### src/rtl/core/rrm_pkg.sv
// rrm_pkg: widths, register indexes, controller states and the command and
// status words shared by the retrieval rank metrics core
// no dependencies
package rrm_pkg;

  localparam int MAX_ITEMS = 4096;
  localparam int POS_W     = $clog2(MAX_ITEMS + 1);
  localparam int CFG_W     = 12;
  localparam int CFG_IDX_W = 4;
  localparam int HITS_W    = 12;
  localparam int RSUM_W    = 27;
  localparam int FRAC_W    = 16;
  localparam int PSUM_W    = POS_W + FRAC_W;
  localparam int FIVEK_W   = CFG_W + 3;
  localparam int LIM_W     = CFG_W + 2;
  localparam int PROD_W    = CFG_W + FIVEK_W;
  localparam int NEG_W     = CFG_W + LIM_W;
  localparam int NUM_W     = PROD_W + 1;
  localparam int DIV_W     = PROD_W;
  localparam int STEP_W    = $clog2(FRAC_W);
  localparam int CMP_W     = (POS_W > CFG_W) ? POS_W : CFG_W;

  localparam logic [CFG_IDX_W-1:0] REG_GROUND_TRUTH = CFG_IDX_W'(0);
  localparam logic [CFG_IDX_W-1:0] REG_CUTOFF       = CFG_IDX_W'(1);

  localparam logic [CFG_W-1:0] GROUND_TRUTH_RESET = CFG_W'(100);
  localparam logic [CFG_W-1:0] CUTOFF_RESET       = CFG_W'(200);

  typedef enum logic [3:0] {
    ST_IDLE,
    ST_TERM_DIV,
    ST_TERM_ADD,
    ST_FIN_MUL,
    ST_FIN_LOAD_N,
    ST_FIN_DIV_N,
    ST_FIN_LOAD_A,
    ST_FIN_DIV_A,
    ST_FIN_OUT
  } rrm_state_t;

  typedef struct packed {
    logic take;
    logic div_step;
    logic add_term;
    logic fin_mul;
    logic load_nmrr;
    logic load_ap;
    logic emit;
  } rrm_cmd_t;

  typedef struct packed {
    logic in_valid;
    logic need_div;
    logic last_in;
    logic last_q;
    logic div_last;
    logic out_free;
  } rrm_status_t;

endpackage

### src/rtl/core/rrm_if.sv
// rrm_if: item, result and configuration channels of the rank metrics core
// depends on rrm_pkg
interface rrm_item_if;
  logic valid;
  logic ready;
  logic relevant;
  logic last;
  modport source (output valid, relevant, last, input ready);
  modport sink (input valid, relevant, last, output ready);
endinterface

interface rrm_result_if;
  logic        valid;
  logic        ready;
  logic [15:0] nmrr_value;
  logic [15:0] avg_precision;
  logic        no_relevant;
  logic        bad_config;
  modport source (output valid, nmrr_value, avg_precision, no_relevant, bad_config,
                  input ready);
  modport sink (input valid, nmrr_value, avg_precision, no_relevant, bad_config,
                output ready);
endinterface

interface rrm_cfg_if;
  logic                      valid;
  logic                      ready;
  logic [rrm_pkg::CFG_IDX_W-1:0] index;
  logic [rrm_pkg::CFG_W-1:0]     data;
  modport source (output valid, index, data, input ready);
  modport sink (input valid, index, data, output ready);
endinterface

### src/rtl/core/rrm_divider.sv
// rrm_divider: shared radix-2 restoring divider, one quotient bit a cycle
// depends on rrm_pkg; remainder loaded below the divisor
module rrm_divider
  import rrm_pkg::*;
(
  input  logic              clk,
  input  logic              rst,
  input  logic              load,
  input  logic              step,
  input  logic [DIV_W-1:0]  load_rem,
  input  logic [DIV_W-1:0]  load_dvs,
  input  logic [FRAC_W-1:0] load_low,
  output logic [FRAC_W-1:0] quot,
  output logic              last_step
);

  logic [DIV_W-1:0]  rem;
  logic [DIV_W-1:0]  dvs;
  logic [FRAC_W-1:0] low;
  logic [STEP_W-1:0] count;
  logic [DIV_W:0]    trial;
  logic              fits;

  assign trial     = {rem, low[FRAC_W-1]};
  assign fits      = trial >= {1'b0, dvs};
  assign last_step = count == STEP_W'(FRAC_W - 1);

  always_ff @(posedge clk) begin
    if (rst) begin
      count <= '0;
    end else if (load) begin
      count <= '0;
    end else if (step) begin
      count <= count + STEP_W'(1);
    end
  end

  always_ff @(posedge clk) begin
    if (load) begin
      rem  <= load_rem;
      dvs  <= load_dvs;
      low  <= load_low;
      quot <= '0;
    end else if (step) begin
      if (fits) begin
        rem <= DIV_W'(trial - {1'b0, dvs});
      end else begin
        rem <= trial[DIV_W-1:0];
      end
      low  <= {low[FRAC_W-2:0], 1'b0};
      quot <= {quot[FRAC_W-2:0], fits};
    end
  end

endmodule

### src/rtl/core/rrm_datapath.sv
// rrm_datapath: configuration registers, list counters, finishing arithmetic,
// the shared divider and the result register; depends on rrm_pkg, rrm_if, rrm_divider
module rrm_datapath
  import rrm_pkg::*;
(
  input  logic                clk,
  input  logic                rst,
  input  rrm_cmd_t            cmd,
  output rrm_status_t         status,
  rrm_item_if.sink            items,
  rrm_result_if.source        results,
  rrm_cfg_if.sink             cfg
);

  logic [CFG_W-1:0]   ng;
  logic [CFG_W-1:0]   k;
  logic [POS_W-1:0]   position;
  logic [POS_W-1:0]   relevant_seen;
  logic [HITS_W-1:0]  hits;
  logic [RSUM_W-1:0]  rank_sum_x4;
  logic [PSUM_W-1:0]  precision_sum;
  logic               last_q;

  logic [POS_W-1:0]   rank;
  logic [POS_W-1:0]   cnt;
  logic               in_range;
  logic               counts;
  logic               exact;
  logic               accept;

  logic [FIVEK_W-1:0] five_k;
  logic [LIM_W-1:0]   lim;
  logic [FIVEK_W-1:0] den_diff;
  logic [HITS_W-1:0]  h;
  logic               bad_c;

  logic [PROD_W-1:0]  p_den;
  logic [PROD_W-1:0]  p_pos;
  logic [NEG_W-1:0]   p_neg;
  logic               bad_q;
  logic               norel_q;
  logic               ap_sat_q;
  logic               zero_n;
  logic               sat_n;
  logic [FRAC_W-1:0]  nmrr_res;

  logic [NUM_W-1:0]   pos_part;
  logic [NUM_W-1:0]   num;

  logic               div_load;
  logic [DIV_W-1:0]   div_rem;
  logic [DIV_W-1:0]   div_dvs;
  logic [FRAC_W-1:0]  div_low;
  logic [FRAC_W-1:0]  quot;
  logic               div_last;

  logic               out_valid;
  logic               out_free;
  logic               emit_ok;
  logic [FRAC_W-1:0]  out_nmrr;
  logic [FRAC_W-1:0]  out_ap;
  logic               out_norel;
  logic               out_bad;

  assign cfg.ready   = 1'b1;
  assign items.ready = cmd.take;
  assign accept      = items.valid && cmd.take;

  assign in_range = position < POS_W'(MAX_ITEMS);
  assign rank     = position + POS_W'(1);
  assign cnt      = relevant_seen + POS_W'(1);
  assign counts   = in_range && items.relevant;
  assign exact    = cnt == rank;

  // configuration registers
  always_ff @(posedge clk) begin
    if (rst) begin
      ng <= GROUND_TRUTH_RESET;
      k  <= CUTOFF_RESET;
    end else if (cfg.valid) begin
      unique case (cfg.index)
        REG_GROUND_TRUTH: ng <= cfg.data;
        REG_CUTOFF:       k  <= cfg.data;
        default: ;
      endcase
    end
  end

  // list counters
  always_ff @(posedge clk) begin
    if (rst || emit_ok) begin
      position      <= '0;
      relevant_seen <= '0;
      hits          <= '0;
      rank_sum_x4   <= '0;
      precision_sum <= '0;
      last_q        <= 1'b0;
    end else if (accept) begin
      last_q <= items.last;
      if (in_range) begin
        position <= rank;
      end
      if (counts) begin
        relevant_seen <= cnt;
        if (exact) begin
          precision_sum <= precision_sum +
                           {{(PSUM_W-FRAC_W-1){1'b0}}, 1'b1, {FRAC_W{1'b0}}};
        end
        if ((CMP_W'(rank) <= CMP_W'(k)) && (hits < ng)) begin
          hits        <= hits + HITS_W'(1);
          rank_sum_x4 <= rank_sum_x4 + RSUM_W'({rank, 2'b00});
        end
      end
    end else if (cmd.add_term) begin
      precision_sum <= precision_sum + PSUM_W'(quot);
    end
  end

  // finishing arithmetic
  assign five_k   = FIVEK_W'({k, 2'b00}) + FIVEK_W'(k);
  assign lim      = LIM_W'({ng, 1'b0}) + LIM_W'(2);
  assign den_diff = five_k - FIVEK_W'(lim);
  assign h        = (hits > ng) ? ng : hits;
  assign bad_c    = (ng == '0) || (k == '0) || (five_k <= FIVEK_W'(lim));

  assign pos_part = NUM_W'(rank_sum_x4) + NUM_W'(p_pos);
  assign num      = pos_part - NUM_W'(p_neg);

  always_ff @(posedge clk) begin
    if (cmd.fin_mul) begin
      p_den    <= PROD_W'(ng) * PROD_W'(den_diff);
      p_pos    <= PROD_W'(ng - h) * PROD_W'(five_k);
      p_neg    <= NEG_W'(ng) * NEG_W'(lim);
      bad_q    <= bad_c;
      norel_q  <= relevant_seen == '0;
      ap_sat_q <= precision_sum >= {relevant_seen, {FRAC_W{1'b0}}};
    end
    if (cmd.load_nmrr) begin
      zero_n <= pos_part <= NUM_W'(p_neg);
      sat_n  <= num >= NUM_W'(p_den);
    end
    if (cmd.load_ap) begin
      priority if (bad_q || zero_n) begin
        nmrr_res <= '0;
      end else if (sat_n) begin
        nmrr_res <= '1;
      end else begin
        nmrr_res <= quot;
      end
    end
  end

  // shared divider operands
  assign div_load = accept || cmd.load_nmrr || cmd.load_ap;

  always_comb begin
    priority if (cmd.load_nmrr) begin
      div_rem = num[DIV_W-1:0];
      div_dvs = p_den;
      div_low = '0;
    end else if (cmd.load_ap) begin
      div_rem = DIV_W'(precision_sum[PSUM_W-1:FRAC_W]);
      div_dvs = DIV_W'(relevant_seen);
      div_low = precision_sum[FRAC_W-1:0];
    end else begin
      div_rem = DIV_W'(cnt);
      div_dvs = DIV_W'(rank);
      div_low = '0;
    end
  end

  rrm_divider u_div (
    .clk       (clk),
    .rst       (rst),
    .load      (div_load),
    .step      (cmd.div_step),
    .load_rem  (div_rem),
    .load_dvs  (div_dvs),
    .load_low  (div_low),
    .quot      (quot),
    .last_step (div_last)
  );

  // result register
  assign out_free = !out_valid || results.ready;
  assign emit_ok  = cmd.emit && out_free;

  always_ff @(posedge clk) begin
    if (rst) begin
      out_valid <= 1'b0;
    end else if (emit_ok) begin
      out_valid <= 1'b1;
    end else if (results.ready) begin
      out_valid <= 1'b0;
    end
  end

  always_ff @(posedge clk) begin
    if (emit_ok) begin
      out_nmrr  <= nmrr_res;
      out_norel <= norel_q;
      out_bad   <= bad_q;
      priority if (norel_q) begin
        out_ap <= '0;
      end else if (ap_sat_q) begin
        out_ap <= '1;
      end else begin
        out_ap <= quot;
      end
    end
  end

  assign results.valid         = out_valid;
  assign results.nmrr_value    = out_nmrr;
  assign results.avg_precision = out_ap;
  assign results.no_relevant   = out_norel;
  assign results.bad_config    = out_bad;

  assign status.in_valid = items.valid;
  assign status.need_div = counts && !exact;
  assign status.last_in  = items.last;
  assign status.last_q   = last_q;
  assign status.div_last = div_last;
  assign status.out_free = out_free;

`ifndef SYNTH
  a_hits_le_seen: assert property (@(posedge clk) disable iff (rst)
    CMP_W'(hits) <= CMP_W'(relevant_seen))
    else $error("hit count above relevant count");

  a_seen_le_pos: assert property (@(posedge clk) disable iff (rst)
    relevant_seen <= position)
    else $error("relevant count above position");

  a_psum_bound: assert property (@(posedge clk) disable iff (rst)
    precision_sum <= {relevant_seen, {FRAC_W{1'b0}}})
    else $error("precision sum above relevant count");

  a_clear_after_emit: assert property (@(posedge clk) disable iff (rst)
    emit_ok |=> (position == '0) && (relevant_seen == '0) && out_valid)
    else $error("list not cleared after result");
`endif

endmodule

### src/rtl/core/rrm_controller.sv
// rrm_controller: sequencer for item intake, precision term division and the
// end-of-list finishing pass; depends on rrm_pkg
module rrm_controller
  import rrm_pkg::*;
(
  input  logic        clk,
  input  logic        rst,
  input  rrm_status_t status,
  output rrm_cmd_t    cmd
);

  rrm_state_t state;
  rrm_state_t state_next;

  always_ff @(posedge clk) begin
    if (rst) begin
      state <= ST_IDLE;
    end else begin
      state <= state_next;
    end
  end

  always_comb begin
    cmd        = '0;
    state_next = state;
    unique case (state)
      ST_IDLE: begin
        cmd.take = 1'b1;
        if (status.in_valid) begin
          priority if (status.need_div) begin
            state_next = ST_TERM_DIV;
          end else if (status.last_in) begin
            state_next = ST_FIN_MUL;
          end else begin
            state_next = ST_IDLE;
          end
        end
      end
      ST_TERM_DIV: begin
        cmd.div_step = 1'b1;
        if (status.div_last) begin
          state_next = ST_TERM_ADD;
        end
      end
      ST_TERM_ADD: begin
        cmd.add_term = 1'b1;
        state_next   = status.last_q ? ST_FIN_MUL : ST_IDLE;
      end
      ST_FIN_MUL: begin
        cmd.fin_mul = 1'b1;
        state_next  = ST_FIN_LOAD_N;
      end
      ST_FIN_LOAD_N: begin
        cmd.load_nmrr = 1'b1;
        state_next    = ST_FIN_DIV_N;
      end
      ST_FIN_DIV_N: begin
        cmd.div_step = 1'b1;
        if (status.div_last) begin
          state_next = ST_FIN_LOAD_A;
        end
      end
      ST_FIN_LOAD_A: begin
        cmd.load_ap = 1'b1;
        state_next  = ST_FIN_DIV_A;
      end
      ST_FIN_DIV_A: begin
        cmd.div_step = 1'b1;
        if (status.div_last) begin
          state_next = ST_FIN_OUT;
        end
      end
      ST_FIN_OUT: begin
        cmd.emit = 1'b1;
        if (status.out_free) begin
          state_next = ST_IDLE;
        end
      end
      default: begin
        state_next = ST_IDLE;
      end
    endcase
  end

`ifndef SYNTH
  a_take_only_idle: assert property (@(posedge clk) disable iff (rst)
    cmd.take |-> (state == ST_IDLE))
    else $error("item taken outside idle");

  a_div_runs_full: assert property (@(posedge clk) disable iff (rst)
    (state == ST_TERM_DIV) && !status.div_last |=> (state == ST_TERM_DIV))
    else $error("term division left early");

  a_emit_then_idle: assert property (@(posedge clk) disable iff (rst)
    cmd.emit && status.out_free |=> (state == ST_IDLE))
    else $error("no return to idle after result");
`endif

endmodule

### src/rtl/core/retrieval_rank_metrics_core.sv
// retrieval_rank_metrics_core: top level of the NMRR and average precision core
// depends on rrm_pkg, rrm_if, rrm_controller, rrm_datapath
//
// Takes a ranked list as one word per rank (relevant, last) and returns one result word
// per list with NMRR and average precision in Q0.16 plus the no_relevant and bad_config
// flags. A word that is not relevant, or is relevant with a precision term of exactly
// one, is taken with no division; a relevant word whose running count is below its rank
// goes through an intake, 16 steps of the shared radix-2 divider and one accumulate.
// The word marked last adds a finishing pass: a step of products, then two runs of the
// same divider, each a load and 16 steps, for NMRR and for average precision, then a
// transfer into the result register, which stalls the pass while an earlier result
// waits to be taken. No new word is taken until the block is back in idle.
// Configuration writes are taken at any time and are meant for an idle block.
module retrieval_rank_metrics_core
  import rrm_pkg::*;
(
  input  logic          clk,
  input  logic          rst,
  rrm_item_if.sink      items,
  rrm_result_if.source  results,
  rrm_cfg_if.sink       cfg
);

  rrm_cmd_t    cmd;
  rrm_status_t status;

  rrm_controller u_ctrl (
    .clk    (clk),
    .rst    (rst),
    .status (status),
    .cmd    (cmd)
  );

  rrm_datapath u_dp (
    .clk     (clk),
    .rst     (rst),
    .cmd     (cmd),
    .status  (status),
    .items   (items),
    .results (results),
    .cfg     (cfg)
  );

endmodule
### src/flat_wrapper.sv
// flat-port wrapper written by rule: the top's interface ports become plain ports
module retrieval_rank_metrics_core_flat import rrm_pkg::*;
  (clk, rst, items_valid, items_relevant, items_last, items_ready, results_valid, results_nmrr_value, results_avg_precision, results_no_relevant, results_bad_config, results_ready, cfg_valid, cfg_index, cfg_data, cfg_ready);
  rrm_item_if items_i ();
  rrm_result_if results_i ();
  rrm_cfg_if cfg_i ();
  input  logic clk;
  input  logic rst;
  input wire logic [$bits(items_i.valid)-1:0] items_valid;
  input wire logic [$bits(items_i.relevant)-1:0] items_relevant;
  input wire logic [$bits(items_i.last)-1:0] items_last;
  output wire logic [$bits(items_i.ready)-1:0] items_ready;
  output wire logic [$bits(results_i.valid)-1:0] results_valid;
  output wire logic [$bits(results_i.nmrr_value)-1:0] results_nmrr_value;
  output wire logic [$bits(results_i.avg_precision)-1:0] results_avg_precision;
  output wire logic [$bits(results_i.no_relevant)-1:0] results_no_relevant;
  output wire logic [$bits(results_i.bad_config)-1:0] results_bad_config;
  input wire logic [$bits(results_i.ready)-1:0] results_ready;
  input wire logic [$bits(cfg_i.valid)-1:0] cfg_valid;
  input wire logic [$bits(cfg_i.index)-1:0] cfg_index;
  input wire logic [$bits(cfg_i.data)-1:0] cfg_data;
  output wire logic [$bits(cfg_i.ready)-1:0] cfg_ready;
  assign items_i.valid = items_valid;
  assign items_i.relevant = items_relevant;
  assign items_i.last = items_last;
  assign items_ready = items_i.ready;
  assign results_valid = results_i.valid;
  assign results_nmrr_value = results_i.nmrr_value;
  assign results_avg_precision = results_i.avg_precision;
  assign results_no_relevant = results_i.no_relevant;
  assign results_bad_config = results_i.bad_config;
  assign results_i.ready = results_ready;
  assign cfg_i.valid = cfg_valid;
  assign cfg_i.index = cfg_index;
  assign cfg_i.data = cfg_data;
  assign cfg_ready = cfg_i.ready;
  retrieval_rank_metrics_core u_core (.clk(clk), .rst(rst), .items(items_i), .results(results_i), .cfg(cfg_i));
endmodule
### config.mk
export PLATFORM = sky130hd
export DESIGN_NAME = retrieval_rank_metrics_core_flat
export DESIGN_NICKNAME = d
export VERILOG_FILES = /design/src/rtl/core/rrm_pkg.sv /design/src/rtl/core/rrm_if.sv /design/src/rtl/core/rrm_divider.sv /design/src/rtl/core/rrm_datapath.sv /design/src/rtl/core/rrm_controller.sv /design/src/rtl/core/retrieval_rank_metrics_core.sv /design/src/flat_wrapper.sv
export SDC_FILE = /design/constraint.sdc
export NUM_CORES = 2
export LEC_CHECK = 0
export BUFFER_PORTS_ARGS = -buffer_cell sky130_fd_sc_hd__buf_2
export CAP_MARGIN = 15
export CORE_ASPECT_RATIO = 0.75
export CORE_MARGIN = 8
export CORE_UTILIZATION = 60
export DETAILED_ROUTE_END_ITERATION = 8
export GPL_TIMING_DRIVEN = 0
export PLACE_DENSITY = 0.77
export SLEW_MARGIN = 20
export SYNTH_ARGS = -nofsm -noshare
export SYNTH_HDL_FRONTEND = slang
export SYNTH_HIERARCHICAL = 1
export SYNTH_SLANG_ARGS = --single-unit
### constraint.sdc
create_clock -name clk -period 14.8 [get_ports clk]
set_input_delay 0 -clock clk [delete_from_list [all_inputs] [get_ports clk]]
set_output_delay 0 -clock clk [all_outputs]
set_load 0.02 [all_outputs]
# Yosys cells after proc, flatten, opt, wreduce, memory -nomap -nowiden
# Index checks and enable logic that the tools add are counted.
[totals]
ff_bits = 349
in_bits = 23
[op_classes]
order_cmp = 9
eq_ne = 18
mux = 36
addsub = 14
n_reduce_logical = 31
mul = 3
[op_table]
columns = ["operator", "n"]
rows = [
  ["$mux W27", 5],
  ["$mux W29", 4],
  ["$mux W16", 6],
  ["$ge A28 B27 Y1", 2],
  ["$pmux W4 S9", 1],
  ["$add A29 B16 Y29", 1],
  ["$add A29 B17 Y29 const B", 1],
  ["$ge A29 B29 Y1", 1],
  ["$add A27 B27 Y28", 1],
  ["$le A28 B26 Y1", 1],
  ["$sub A28 B26 Y28", 1],
  ["$add A27 B15 Y27", 1],
  ["$mul A12 B15 Y27", 1],
  ["$mul A13 B16 Y27", 1],
  ["$sub A27 B27 Y27", 1],
  ["$add A13 B1 Y13 const B", 2],
  ["$mul A12 B14 Y26", 1],
  ["$mux W13", 2],
  ["$logic_not A12 Y1", 2],
  ["$mux W4", 6],
  ["$eq A4 B3 Y1 const B", 4],
  ["$add A14 B12 Y15", 1],
  ["$le A15 B14 Y1", 1],
  ["$sub A15 B14 Y15", 1],
  ["other kinds (27)", 63],
]

# Logic depth before layout (Yosys ltp)
[logic_depth]
depth_word = 7
ltp_mapped = 46
depth_no_buf = 41

# Modules after synthesis
# The synthesis kept the hierarchy.
[modules_own_cells]
columns = ["module", "seq_area_each_um2", "cells_each", "instances", "area_per_inst_um2"]
rows = [
  ["rrm_datapath", 6356.1, 3845, 1, 34276.6],
  ["rrm_divider", 2502.4, 481, 1, 5202.5],
  ["rrm_controller", 80.1, 41, 1, 334.1],
]

# Least setup slack after synthesis
# OpenSTA, ideal clock, no wires.
[synth_timing]
path_type = "reg-to-reg"
start = "reg u_core.u_dp.ng[1]"
end = "reg u_core.u_dp.p_pos[25] (data pin)"
stages_incl_launch_ff = 44
synth_period_minus_slack_ns = 10.262
t_required_ns = 14.542
setup_time_ns = 0.258
t_arrival_ns = 10.004
setup_slack_ns = 4.538
path_cell_list = "dfxtp_1 -> clkbuf_1 -> clkbuf_1 -> inv_1 -> ha_1 -> nor2b_1 -> o21a_1 -> o21a_1 -> o21ai_0 -> o211ai_1 -> o31a_1 -> clkbuf_1 -> buf_1 -> nand2_1 -> o21ai_0 -> ha_1 -> inv_1 -> fa_1 -> (+8 left out) -> fa_1 -> inv_1 -> fa_1 -> inv_1 -> fa_1 -> fa_1 -> fa_1 -> ha_1 -> ha_1 -> nand2_1 -> nand2_1 -> or3_1 -> a311oi_1 -> nor3_1 -> or3_1 -> a31o_2 -> a21oi_1 -> xnor2_1"
[synth_between]
elab_chain_len = 4
[synth_lines]
columns = ["element", "line_no", "text"]
rows = [
  ["from (decl)", "rrm_datapath.sv:15", "logic [CFG_W-1:0] ng;"],
  ["from (signal assigned)", "rrm_datapath.sv:82", "REG_GROUND_TRUTH: ng <= cfg.data;"],
  ["$gt A12 B12 Y1", "rrm_datapath.sv:123", "assign h = (hits > ng) ? ng : hits;"],
  ["$mux W12", "rrm_datapath.sv:123", ""],
  ["$sub A12 B12 Y13 (*)", "rrm_datapath.sv:132", "p_pos <= PROD_W'(ng - h) * PROD_W'(five_k);"],
  ["$mul A13 B16 Y27 (*)", "rrm_datapath.sv:132", ""],
  ["to (signal assigned)", "rrm_datapath.sv:132", ""],
  ["to (decl)", "rrm_datapath.sv:38", "logic [PROD_W-1:0] p_pos;"],
]
# Every way passes the cells marked *; elsewhere a longest branch is shown, timed or not.
# A chain may end at the register's enable or synchronous reset.

# Worst setup path after layout
[layout_timing]
start = "reg u_core.u_dp.ng[11]"
end = "reg u_core.u_dp.p_pos[25] (data pin)"
# Same word-level chain as after synthesis.

==> results.md <==
* Ys Warns at 6
* CP endpoint kind: register
* Combinational share of power at 0.593
* Metal2 WL at 45,850 um
* Final WS setup at 1744 ps
* Worst reg-to-reg path cell count at 40
* R2R setup slack at 1740 ps
* Fillers at 5,404
* Fmax at 0.07659 GHz
* Crit path time final at 13,060 ps
* Clock Tree Root: clkbuf_16
* GRT Resource Usage Total at 0.2968
* Core Rows at 81
* MaxCap Viol Count at 0
* Post-synthesis cell count at 4,367
* Routed wl met3 at 14,360 um
* Data arrival, critical path at 13,360 ps
* Routability Congestion at 0.9932
* Final core occ at 0.6531
* Initial antenna violation count at 2
* Tightest Pin Transition at 1182 ps
* FF-to-FF End: u_core/u_dp/p_pos[25]
* Worst Hold Launch: items_relevant
* Flops & latches, synth at 345
* Nets@finish at 5,346
* Fin cells at 5,395
* IO Port Bufs at 58
* Clk_lat worst skew at 580 ps
* PD cells at 135.2 nW/um2
* Mux contribution to synthesized area at 0.02737
* Compound-Gate Fraction of Synth Area at 0.1114
* Seq/Total Area, Yosys at 0.2245
* Asr flop ratio synth at 0
* Top Ports at 60
* DP HPWL at 90,220 um
* H-tree Lvls at 2
* Detail Route Antenna Nets at 0
* Number of synthesized flops with an enable pin at 203
* Register Area at 8939 um2
* Peak VDD IR at 0.0001697 V
* Sequential power share at 0.244
* Simple-Gate Fraction of Synth Area at 0.1712
* Layout Skew at 25.19 ps
* Sw frac at 0.4423
* Final hold vios at 0
* Worst-path clk slew at 60 ps
* Post-Synth Adder-Cell Area at 0.3350
* Cell-internal power at 3.225 mW
* Path type of the worst min-delay path: in2reg
* Largest family of logic cells by synthesized area: adder cells
* CTS resizes at 0
* Hold path cells at 5
* Worst Hold Endpoint: u_core/u_dp/relevant_seen[1]
* R2R Path Start: u_core/u_dp/ng[11]
* DR iter-0 viols at 3,344
* Post-Synthesis Net Count at 5,222
* Worst path required time at 15,100 ps
* CTS tree: done
* Unrepaired setup endpoints after global routing: false
* Fin Hold WS at 71.74 ps
* Relative slew slack at 0.2064
* P_leak at 19.64 nW
* Pre-CTS setup slack at 2113 ps
* Critical path class: reg2reg
* Post-Route WL at 112,900 um
* Routed vias at 32,210
* Slowest CP cell: xnor2_1
* Multi-input logic area at 27,870 um2
* XOR/XNOR Fraction of Synth Area at 0.05431
* Core Area at 65,470 um2
* Ratio of cells with drive above 1 in the final layout at 0.04534
* Avg Cell Area, Syn at 9.117 um2
* Syn Std Cell Area at 39,810 um2
* Clock network fraction of total power at 0.163
* Final Cycle Share at 0.8822
* Via density at 5.970
* Area delta synth->final at 7.404%
* Grt total ovfl at 0
* Critical Path Source Type: register
* Wirelength per Cell at 20.92 um
* Max Fanout on Critical Path at 11
* Dpl cells at 5,301
* Status: finished, final reports clean
* Die Wd at 313.4 um
* Total negative setup slack at 0 ps
* Max Slew Vio Count at 0
* Number of buffers created by CTS at 38
* Global-route wire length before repair at 175,400 um
* Pin count of the biggest net entering global routing at 44
* CTS max path bufs at 3
* DRC violations left at 0
* Top sig layer: met4
* Die height at 239.1 um
* Post-synth cell types at 88
* Final setup vio count at 0
* Critical Path Start: u_core/u_dp/ng[11]
* Top cell by count, worst path: fa_1
* CP max stage delay at 910 ps
* Vias in the first global route at 31,280
* Switch Pwr at 2.558 mW
* Initial core utilization at 0.6081
* M1 WL at 48,670 um
* Post-synth top flop: edfxtp_1
* Drt pass-1 iters at 6
* Die area at 74,940 um2
* CTS sink cnt at 345
==> power groups by stage <==
stage	sequential (mW)	combinational (mW)	clock (mW)
after floorplan	1.41	2.49	0
after global placement	1.43	3.28	0
after detailed placement	1.42	3.35	0
after CTS	1.41	3.39	0.960
after global routing	1.42	3.82	0.989
final	1.41	3.43	0.943
==> layout by cell type (no fill, tap or decap), types with 142 or more instances in the layout <==
cell,count
dfxtp_1,142
clkbuf_1,145
nor2_1,317
xnor2_1,160
inv_1,618
fa_1,390
edfxtp_1,203
ha_1,442
nand2_1,403
a21oi_1,176
==> state kept, by name, indices dropped and copies added (netlist names), 4 cells and up <==
register / count
u_core/u_dp/results.nmrr_value: 16
u_core/u_dp/ng: 12
u_core/u_dp/p_den: 27
u_core/u_dp/relevant_seen: 13
u_core/u_dp/nmrr_res: 16
u_core/u_dp/u_div/count: 4
u_core/u_dp/k: 12
u_core/u_dp/u_div/quot: 16
u_core/u_dp/p_neg: 24
u_core/u_dp/u_div/rem: 27
u_core/u_dp/precision_sum: 29
u_core/u_dp/u_div/dvs: 27
u_core/u_dp/results.avg_precision: 16
u_core/u_ctrl/state: 4
u_core/u_dp/rank_sum_x4: 25
u_core/u_dp/u_div/low: 16
u_core/u_dp/position: 13
u_core/u_dp/hits: 12
u_core/u_dp/p_pos: 27
==> per-layer routing <==
layer,vias up,GRT usage
met5,-,0
met4,0,0.09577
met3,207,0.1042
met2,1662,0.4249
met1,15490,0.4181
li1,14850,-
==> per-stage QoR <==
step,power [mW],cell area [um2]
floorplan,3.909,39810
global placement,4.705,41190
detailed placement,4.775,41300
CTS,5.755,42750
global route,6.230,42750
finish,5.783,42760
==> worst max-delay path, delay by kind of cell, from the launching register on <==
family | cells | cell delay, ps
simple gates | 9 | 1540
flops | 1 | 830
mux | 1 | 230
xor+xnor | 2 | 1020
buf+inv | 9 | 2670
compound gates | 10 | 2550
fa+ha+maj | 9 | 3910
==> synthesized netlist by cell type, types with 125 or more instances <==
library cell    n  share of area
o21ai_0       127          0.016
edfxtp_1      203           0.15
nor2_1        319          0.030
nand2_1       403          0.038
clkbuf_1      137          0.013
a21oi_1       176          0.022
xnor2_1       161          0.035
nand2b_1      125          0.020
inv_1         618          0.058
ha_1          442           0.14
dfxtp_1       142          0.071
and2_1        133          0.021
fa_1          390           0.20
==> layout make-up <==
type / instances / share of cell area
inverter: 624 / 0.05478
timing repair buffer: 84 / 0.01384
sequential: 345 / 0.2090
antenna: 3 / 0.0001756
multi-input combinational: 3231 / 0.6518
buffer: 167 / 0.01601
clock inverter: 18 / 0.004038
clock buffer: 52 / 0.02487
tap: 871 / 0.02549
==> worst max-delay path by stage <==
stage | slack, ps | cells past startpoint | endpoint
after floorplan | 4540 | 43 | u_core/u_dp/p_pos[25]
after global routing | 1220 | 40 | u_core/u_dp/p_pos[25]
after detailed placement | 2110 | 43 | u_core/u_dp/p_pos[25]
after global placement | 2290 | 43 | u_core/u_dp/p_pos[25]
final | 1740 | 40 | u_core/u_dp/p_pos[25]
after CTS | 2060 | 43 | u_core/u_dp/p_pos[25]
==> repair_timing <==
item,4_1_cts,5_1_grt
buffers inserted,0,0
hold buffers,21,0
endpoints found under the hold margin,34,0
==> cells by family after synthesis <==
logic type      count (synthesis)
compound gates                668
xor+xnor                      246
fa+ha+maj                     832
buf+inv                       791
flops                         345
mux                           106
other cells                     1
simple gates                 1378
Power figures use the tool's default switching activity.
